File: src/rtl/core/circular_deque_macros.svh
// assertion macros for the circular deque
`ifndef CIRCULAR_DEQUE_MACROS_SVH
`define CIRCULAR_DEQUE_MACROS_SVH

`ifndef SYNTH

// property checked on every rising clock edge outside reset
`define CDQ_ASSERT(name, clk, rstn, prop) \
  name: assert property (@(posedge clk) disable iff (!rstn) (prop)) \
    else $error("cdq assertion failed");

// implication checked on every rising clock edge outside reset
`define CDQ_ASSERT_IMP(name, clk, rstn, pre, post) \
  name: assert property (@(posedge clk) disable iff (!rstn) (pre) |-> (post)) \
    else $error("cdq implication failed");

// next-cycle implication checked outside reset
`define CDQ_ASSERT_NEXT(name, clk, rstn, pre, post) \
  name: assert property (@(posedge clk) disable iff (!rstn) (pre) |=> (post)) \
    else $error("cdq next-cycle check failed");

`else

`define CDQ_ASSERT(name, clk, rstn, prop)
`define CDQ_ASSERT_IMP(name, clk, rstn, pre, post)
`define CDQ_ASSERT_NEXT(name, clk, rstn, pre, post)

`endif

`endif

File: src/rtl/core/cdq_pkg.sv
// shared types and constants of the circular deque
`default_nettype none

package cdq_pkg;

  // storage geometry
  localparam int DEPTH      = 128;
  localparam int DATA_WIDTH = 32;
  localparam int IDX_W      = $clog2(DEPTH);
  localparam int CNT_W      = $clog2(DEPTH + 1);

  // fixed port field widths
  localparam int OP_W     = 2;
  localparam int WORD_W   = 32;
  localparam int STATUS_W = 2;
  localparam int COUNT_W  = 8;
  localparam int CAP_W    = 8;
  localparam int WIDE_W   = CNT_W + CAP_W;

  // capacity after reset, limited to the store
  localparam int CAP_RST = (128 > DEPTH) ? DEPTH : 128;

  typedef enum logic [OP_W-1:0] {
    OP_PUSH_BACK  = 2'd0,
    OP_PUSH_FRONT = 2'd1,
    OP_POP_FRONT  = 2'd2,
    OP_POP_BACK   = 2'd3
  } op_e;

  typedef enum logic [STATUS_W-1:0] {
    ST_DONE  = 2'd0,
    ST_FULL  = 2'd1,
    ST_EMPTY = 2'd2
  } status_e;

  // controller to datapath commands
  typedef struct packed {
    logic load;
    logic exec;
  } ctrl_cmd_t;

endpackage

`default_nettype wire

File: src/rtl/core/cdq_ctrl.sv
// controller state machine of the circular deque
`default_nettype none

module cdq_ctrl (
  input  wire logic               clk_i,
  input  wire logic               rst_ni,
  input  wire logic               in_valid_i,
  output logic                    in_ready_o,
  output logic                    out_valid_o,
  input  wire logic               out_ready_i,
  output cdq_pkg::ctrl_cmd_t      cmd_o
);

  typedef enum logic [2:0] {
    S_IDLE = 3'b001,
    S_EXEC = 3'b010,
    S_OUT  = 3'b100
  } state_e;

  state_e state_q, state_d;

  // next state
  always_comb begin
    state_d = state_q;
    unique case (state_q)
      S_IDLE: begin
        if (in_valid_i) state_d = S_EXEC;
      end
      S_EXEC: begin
        state_d = S_OUT;
      end
      S_OUT: begin
        if (out_ready_i) state_d = S_IDLE;
      end
      default: begin
        state_d = S_IDLE;
      end
    endcase
  end

  // state register
  always_ff @(posedge clk_i or negedge rst_ni) begin
    if (!rst_ni) begin
      state_q <= S_IDLE;
    end else begin
      state_q <= state_d;
    end
  end

  // handshakes and commands
  assign in_ready_o  = (state_q == S_IDLE);
  assign out_valid_o = (state_q == S_OUT);
  assign cmd_o.load  = (state_q == S_IDLE) && in_valid_i;
  assign cmd_o.exec  = (state_q == S_EXEC);

endmodule

`default_nettype wire

File: config.mk
export PLATFORM = sky130hd
export DESIGN_NAME = cdq_ctrl
export DESIGN_NICKNAME = d
export VERILOG_FILES = /design/src/rtl/core/circular_deque_macros.svh /design/src/rtl/core/cdq_pkg.sv /design/src/rtl/core/cdq_ctrl.sv
export SDC_FILE = /design/constraint.sdc
export NUM_CORES = 1
export LEC_CHECK = 0
export ABC_AREA = 0
export BUFFER_PORTS_ARGS = -buffer_cell sky130_fd_sc_hd__buf_2
export CORE_AREA = 5 5 42 44
export CTS_CLUSTER_SIZE = 16
export DETAILED_ROUTE_END_ITERATION = 8
export DIE_AREA = 0 0 47 49
export SYNTH_ARGS = -nofsm -noshare
export SYNTH_HDL_FRONTEND = slang
export SYNTH_SLANG_ARGS = --single-unit
File: constraint.sdc
create_clock -name clk_i -period 2.8 [get_ports clk_i]
set_clock_uncertainty 0.15 [all_clocks]
set_input_delay 0.42 -clock clk_i [delete_from_list [all_inputs] [get_ports clk_i]]
set_output_delay 0.42 -clock clk_i [all_outputs]
set_load 0.03 [all_outputs]
==> results of run 1 <==
[per-stage QoR]
stage | setup slack [ns] | hold WS, ns
floorplan | 0.935 | -0.0256
global placement | 1.24 | 0.0717
detailed placement | 1.24 | 0.0686
CTS | 0.976 | 0.350
global route | 0.944 | 0.373
finish | 0.999 | 0.354
[kinds of logic (layout without fill, tap and decap cells)]
logic type | count (synthesis) | in the layout | synth area share [%]
and+or+nand+nor | 8 | 8 | 46.4
DFF | 3 | 3 | 48.8
buffers and inverters | 1 | 12 | 4.80
[synth_stat cells (all sizes together)]
| master | number |
|---|---|
| buf | 1 |
| and4bb | 2 |
| nor4b | 1 |
| nor3 | 1 |
| nor3b | 3 |
| dfstp | 1 |
| or2 | 1 |
| dfrtp | 2 |
[area by class of cell]
type                    count  area share (%)
repair buffers              8            18.8
clock buffers               4            10.9
multi-input cells           8            30.2
flip-flops and latches      3            31.8
well taps                  16            8.33
[per-layer routing]
metal | global-route usage, % | vias to the layer above
met3 | 1.11 | 4
met4 | 8.29 | 0
met5 | 0 | -
li1 | - | 66
met2 | 4.07 | 9
met1 | 4.65 | 56
[worst max-delay path by stage]
stage | end | start | slack [ns] | cells after the start
2_1_floorplan | in_ready_o | state_q[0]$_DFFE_PN1P_ | 0.93 | 1
3_3_place_gp | in_ready_o | state_q[0]$_DFFE_PN1P_ | 1.24 | 2
3_5_place_dp | in_ready_o | state_q[0]$_DFFE_PN1P_ | 1.24 | 2
4_1_cts | in_ready_o | state_q[0]$_DFFE_PN1P_ | 0.98 | 2
5_1_grt | in_ready_o | state_q[0]$_DFFE_PN1P_ | 0.94 | 2
6_report | cmd_o[1] | state_q[0]$_DFFE_PN1P_ | 1.0 | 2
[power breakdown]
group | switching [mW] | total (mW) | internal (mW)
clock network | 0.0221 | 0.0755 | 0.0534
registers | 0.0222 | 0.0863 | 0.0641
logic | 0.0616 | 0.104 | 0.0427
[critical path, cell delays in order (launching register included)]
cell and delay [ns]:
dfstp_2 0.56, and4bb_2 0.24, buf_2 0.19
==> results by group, run 1 <==
Run status
  • Result of the run: complete, no violations

Logic synthesis
  • Dominant cells by area after synthesis: dfrtp_1 (32%), dfstp_2 (17%), and4bb_2 (16%), nor3b_1 (9.6%), nor3b_2 (8.0%)
  • Post-Synthesis Cell Area: approximately 160 µm²
  • Syn nets: 16
  • Synth warn: 0
  • Number of storage elements in the synthesis netlist: 3
  • Sequential cell area fraction in the yosys report: between 40% and 50%
  • Mean instance size in the synthesized netlist: between 10 and 15 µm²
  • Number of different library cells in the post-synthesis netlist: 9
  • Post-synthesis cell type with the largest combined area: dfrtp_1
  • Post-synth top area share: roughly a third
  • Count of mapped cells out of synthesis: 12

Critical path
  • Startpoint class of the critical path: flop
  • Worst reg2reg path endpoint: state_q[2]$_DFFE_PN0P_
  • Cells on worst reg2reg path: 2
  • Path type of the worst setup path: reg2out
  • FF-to-FF setup slack: roughly 1.7 ns
  • Data arrival time of the worst path: approximately 1.2 ns
  • WP data required: roughly 2.2 ns
  • CP Capture Type: primary output
  • Worst-path maximum fanout: 6
  • Beginning of the worst register-to-register path: state_q[1]$_DFFE_PN0P_

Placement
  • Placed standard-cell area: approximately 200 µm²
  • # port buffers: 7
  • Total instance count after detailed placement: 34
  • Final RePlAce weighted congestion: approximately 0.73
  • Detailed Place HPWL: 293 µm

GRT
  • Sum of overflow across all layers after global routing: 0
  • Maximum number of pins on one net before global-route repair: 7
  • Via count of the first global-routing pass: 150
  • Antenna violations before repair: 0
  • First-pass GRT wire length: around 600 µm
  • Global routing usage summed across all routing layers: roughly 4.2%

Clocking
  • Reg clk slew, reported paths: 0.04 ns
  • TritonCTS Sinks: 3
  • Level count of the clock H-tree: 1
  • Post CTS Setup Buffer Count: 0
  • Count of hold buffers inserted by post-cts repair: 1
  • Max Root-Sink Buffers: 2
  • Later-pin clock latency in the skew report: roughly 0.23 ns
  • Root buffer cell: clkbuf_4
  • Clock buffer count from CTS: 3
  • CTS tree: done
  • Post-CTS Resized: 0

Layout
  • Largest register FFs: 3
  • Largest registers ranked by flip-flop count: state_q: 3 flops
  • Leading cell types in the layout, fill and taps excluded: buf_2 (7), clkbuf_4 (3), nor3b_1 (2), and4bb_2 (2), dfrtp_1 (2)
  • Diodes inserted: 0
  • Biggest register: state_q
  • Fillers: approximately 170
  • Flip-flop and latch area: around 76 µm²
  • Share of post-route cells with drive strength above 1: between 60% and 70%
  • Relative area change from synthesis to final layout: 53.6%
  • Most frequent standard cell in the layout excluding fill and tap cells: buf_2
  • Post-route standard cell area excluding fillers: approximately 240 µm²
  • Number of standard cells in the final layout excluding fillers: 39
  • Combined area of the multi-input logic cells: 72.6 µm²
  • Core occupancy in the finished layout: approximately 17%
  • Number of nets in the final layout: 28

STA
  • Setup TNS: 0 ns
  • Number of hold-slack violations in the final timing report: 0
  • Clock period minus final worst setup slack: roughly 1.8 ns
  • RSZ-0062 raised after global routing: no
  • Post-route fraction of the period consumed by the critical path: between 60% and 70%
  • Slew at the pin with the worst max-slew slack: roughly 0.33 ns
  • Slew Limit Fails: 0
  • Setup-failing EPs final: 0
  • Relative max-transition margin: just under 80%
  • Max Clk Rate: ~560 MHz

Floorplan
  • Number of cell rows: 14
  • Effective utilization at floorplan: roughly 11%
  • Vert. Die Dim: 49 µm
  • Die Wd: roughly 47 µm
  • Top-level port count: 8
  • Area inside the core boundary: ~1400 µm²
  • Die area: 2300 µm²

Routing
  • Number of design-rule violations left by the first detailed-router iteration: 1
  • Post-detailed-route wirelength per cell: between 10 and 15 µm
  • Vias per cell: approximately 3.5
  • Final WL: about 400 µm
  • Final antenna-violating net count: 0
  • Number of detailed-route iterations in the first pass: 2
  • Routed metal-1 wirelength: approximately 200 µm
  • Sum of met3 wire segment lengths after detailed routing: approximately 40 µm
  • Highest metal layer with signal wires: met4
  • Total vias in the final route: around 140
  • Detailed-route DRC error count: 0
  • Met2 layer wire length in the routed design: ~130 µm

Pwr
  • Power per cell area: 1110 nW/µm²
  • Leak Pwr: 0.107 nW
  • Sum of internal, switching and leakage power: approximately 0.27 mW
  • Maximum resistive drop on vdd: approximately 0.22 mV

Job
  • Number of max-cap violations: 0

Worst hold path
  • Cell depth of the worst hold path: 3
  • Worst Hold Launch: out_ready_i
  • Kind of path behind the tightest hold check: in2reg
  • Hold EP: state_q[0]$_DFFE_PN1P_
No activity file was read; power rests on OpenSTA's default activity.
==> run 2: changes to the inputs <==
Clock period 2.8 ns to 1.64 ns, I/O delays scaled along.
==> results by group, run 2 (synthesized netlist as in run 1, its figures left out) <==
Worst hold path
  • Kind of path behind the tightest hold check: in2reg
  • Cell depth of the worst hold path: 3 (unchanged)

Pwr
  • Maximum resistive drop on vdd: 0.513 mV (+140%)
  • Leak Pwr: 0.115 nW (+7.1%)
  • Power per cell area: 1890 nW/µm² (+71%)
  • Sum of internal, switching and leakage power: 0.483 mW (+82%)

GRT
  • Global routing usage summed across all routing layers: 4.02% (-0.21 points)
  • First-pass GRT wire length: 586 µm (unchanged)
  • Sum of overflow across all layers after global routing: 0 (unchanged)
  • Via count of the first global-routing pass: 151 (+0.67%)
  • Maximum number of pins on one net before global-route repair: 7 (unchanged)
  • Antenna violations before repair: 0 (unchanged)

Critical path
  • Data arrival time of the worst path: 1.20 ns (-0.03 ns)
  • Path type of the worst setup path: reg2out
  • Number of buffer and inverter instances along the worst setup path: 1 (unchanged)
  • Cells on worst reg2reg path: 3 (+1)
  • Cells along the critical path: and4bb_2, buf_4
  • Delay of the slowest cell on the worst path: 0.55 ns (about the same)
  • CP Capture Type: primary output
  • Instance count on the critical path: 2 (unchanged)
  • WP data required: 1.24 ns (-0.99 ns)
  • Startpoint class of the critical path: flop
  • Worst-path maximum fanout: 5 (-1)
  • Family of cells with the greatest summed delay on the critical path: flip-flops
  • Master of the slowest instance on the critical path: dfstp_2

Layout
  • Leading cell types in the layout, fill and taps excluded: buf_2 (6), clkbuf_4 (3)
  • Most frequent standard cell in the layout excluding fill and tap cells: buf_2
  • Post-route standard cell area excluding fillers: 255 µm² (+6.3%)
  • Diodes inserted: 0 (unchanged)
  • Biggest register: state_q
  • Largest register FFs: 3 (unchanged)
  • Relative area change from synthesis to final layout: 63.2%
  • Number of nets in the final layout: 29 (+3.6%)
  • Largest registers ranked by flip-flop count: state_q: 3 flops
  • Share of post-route cells with drive strength above 1: 66.7% (+5.8 points)

STA
  • Setup-failing EPs final: 0 (unchanged)
  • Relative max-transition margin: 78.4% (+0.42 points)
  • Post-route worst setup slack: 0.0442 ns (-0.955 ns)
  • Number of hold-slack violations in the final timing report: 0 (unchanged)
  • Slew Limit Fails: 0 (unchanged)
  • Slew at the pin with the worst max-slew slack: 0.320 ns (-0.00617 ns)
  • Final Hold Slack: 0.174 ns (-0.180 ns)
  • Clock period minus final worst setup slack: roughly 1.6 ns
  • RSZ-0062 raised after global routing: no
  • Setup TNS: 0 ns (unchanged)
  • Post-route fraction of the period consumed by the critical path: 97.3%
  • Max Clk Rate: roughly 630 MHz

Routing
  • Routed metal-1 wirelength: 189 µm (-6.9%)
  • Total vias in the final route: 143 (+5.9%)
  • Number of design-rule violations left by the first detailed-router iteration: 8 (+7)
  • Final antenna-violating net count: 0 (unchanged)
  • Detailed-route DRC error count: 0 (unchanged)
  • Met2 layer wire length in the routed design: 127 µm (-0.78%)
  • Post-detailed-route wirelength per cell: 9.70 µm (-4.7%)
  • Final WL: 388 µm (-2.3%)
  • Sum of met3 wire segment lengths after detailed routing: 70 µm (+75%)
  • Highest metal layer with signal wires: met3
  • Vias per cell: 3.58 (+3.3%)
  • Number of detailed-route iterations in the first pass: 2 (unchanged)

Placement
  • Final RePlAce weighted congestion: 0.715 (-2.4%)
  • Setup Slack @ Placement: 0.246 ns (-0.995 ns)
  • Placed standard-cell area: 209 µm² (+2.5%)
  • # port buffers: 7 (unchanged)

Floorplan
  • Die Wd: 47 µm (unchanged)
  • Effective utilization at floorplan: 11.2% (unchanged)
  • Top-level port count: 8 (unchanged)
  • Area inside the core boundary: 1400 µm² (unchanged)
  • Vert. Die Dim: 49 µm (unchanged)
  • Number of cell rows: 14 (unchanged)
  • Die area: 2300 µm² (unchanged)

Clocking
  • Later-pin clock latency in the skew report: 0.23 ns (about the same)
  • Reg clk slew, reported paths: 0.03 ns (about the same)
  • Root buffer cell: clkbuf_4
  • TritonCTS Sinks: 3 (unchanged)
  • CTS tree: done
  • Level count of the clock H-tree: 1 (unchanged)
  • Clock buffer count from CTS: 3 (unchanged)
  • Max Root-Sink Buffers: 2 (unchanged)

Run status
  • Result of the run: complete, no violations

Job
  • Number of max-cap violations: 0 (unchanged)
## run 2: changes by cell type in the layout (fill, tap and decap cells not counted), sizes merged
cell | previous run | this run
buf | 7 | 8
## run 2: area by class of cell
class	instances	area, µm²
Sequential cell	3	76.3
Multi-Input combinational cell	8	77.6
Fill cell	163	1150
Timing Repair Buffer	9	55.1
Clock buffer	4	26.3
Tap cell	16	20.0
## run 2: worst paths after layout
kind                                        start                      to  slack, ns
max                        state_q[0]$_DFFE_PN1P_                cmd_o[1]       0.04
min                                   out_ready_i  state_q[0]$_DFFE_PN1P_       0.17
max reg2reg                state_q[0]$_DFFE_PN1P_  state_q[2]$_DFFE_PN0P_       0.42
min reg2reg                state_q[0]$_DFFE_PN1P_  state_q[1]$_DFFE_PN0P_       0.49
max in group asynchronous                  rst_ni  state_q[0]$_DFFE_PN1P_       0.95
min in group asynchronous                  rst_ni  state_q[1]$_DFFE_PN0P_       0.19
## run 2: per-layer routing
layer | global-route usage [%] | up-vias
li1 | - | 69
met2 | 3.17 | 8
met3 | 2.58 | 0
met4 | 5.53 | 0
met5 | 0 | -
met1 | 5.31 | 66
## run 2: timing repair
action                                 CTS  global route
hold buffers                             1             0
resized for setup                        1             0
setup buffers                            0             1
endpoints found under the hold margin    3             0
setup endpoints to repair                1             1
pin swaps                                0             0
## run 2: metrics by stage
step | utilization (%) | cells
finish | 18.2 | 40
global route | 18.2 | 40
CTS | 17.7 | 39
detailed placement | 14.9 | 34
global placement | 14.9 | 34
floorplan | - | 12
## run 2: power by group
part / internal (mW) / switching (mW)
Sequential: 0.109 / 0.0386
Combinational: 0.0956 / 0.111
Clock: 0.0911 / 0.0369
## run 2: worst register-to-register path, stage by stage (launching register included)
cell and delay [ns]:
dfstp_2 0.38, buf_4 0.13, nor4b_1 0.35, or2_1 0.15
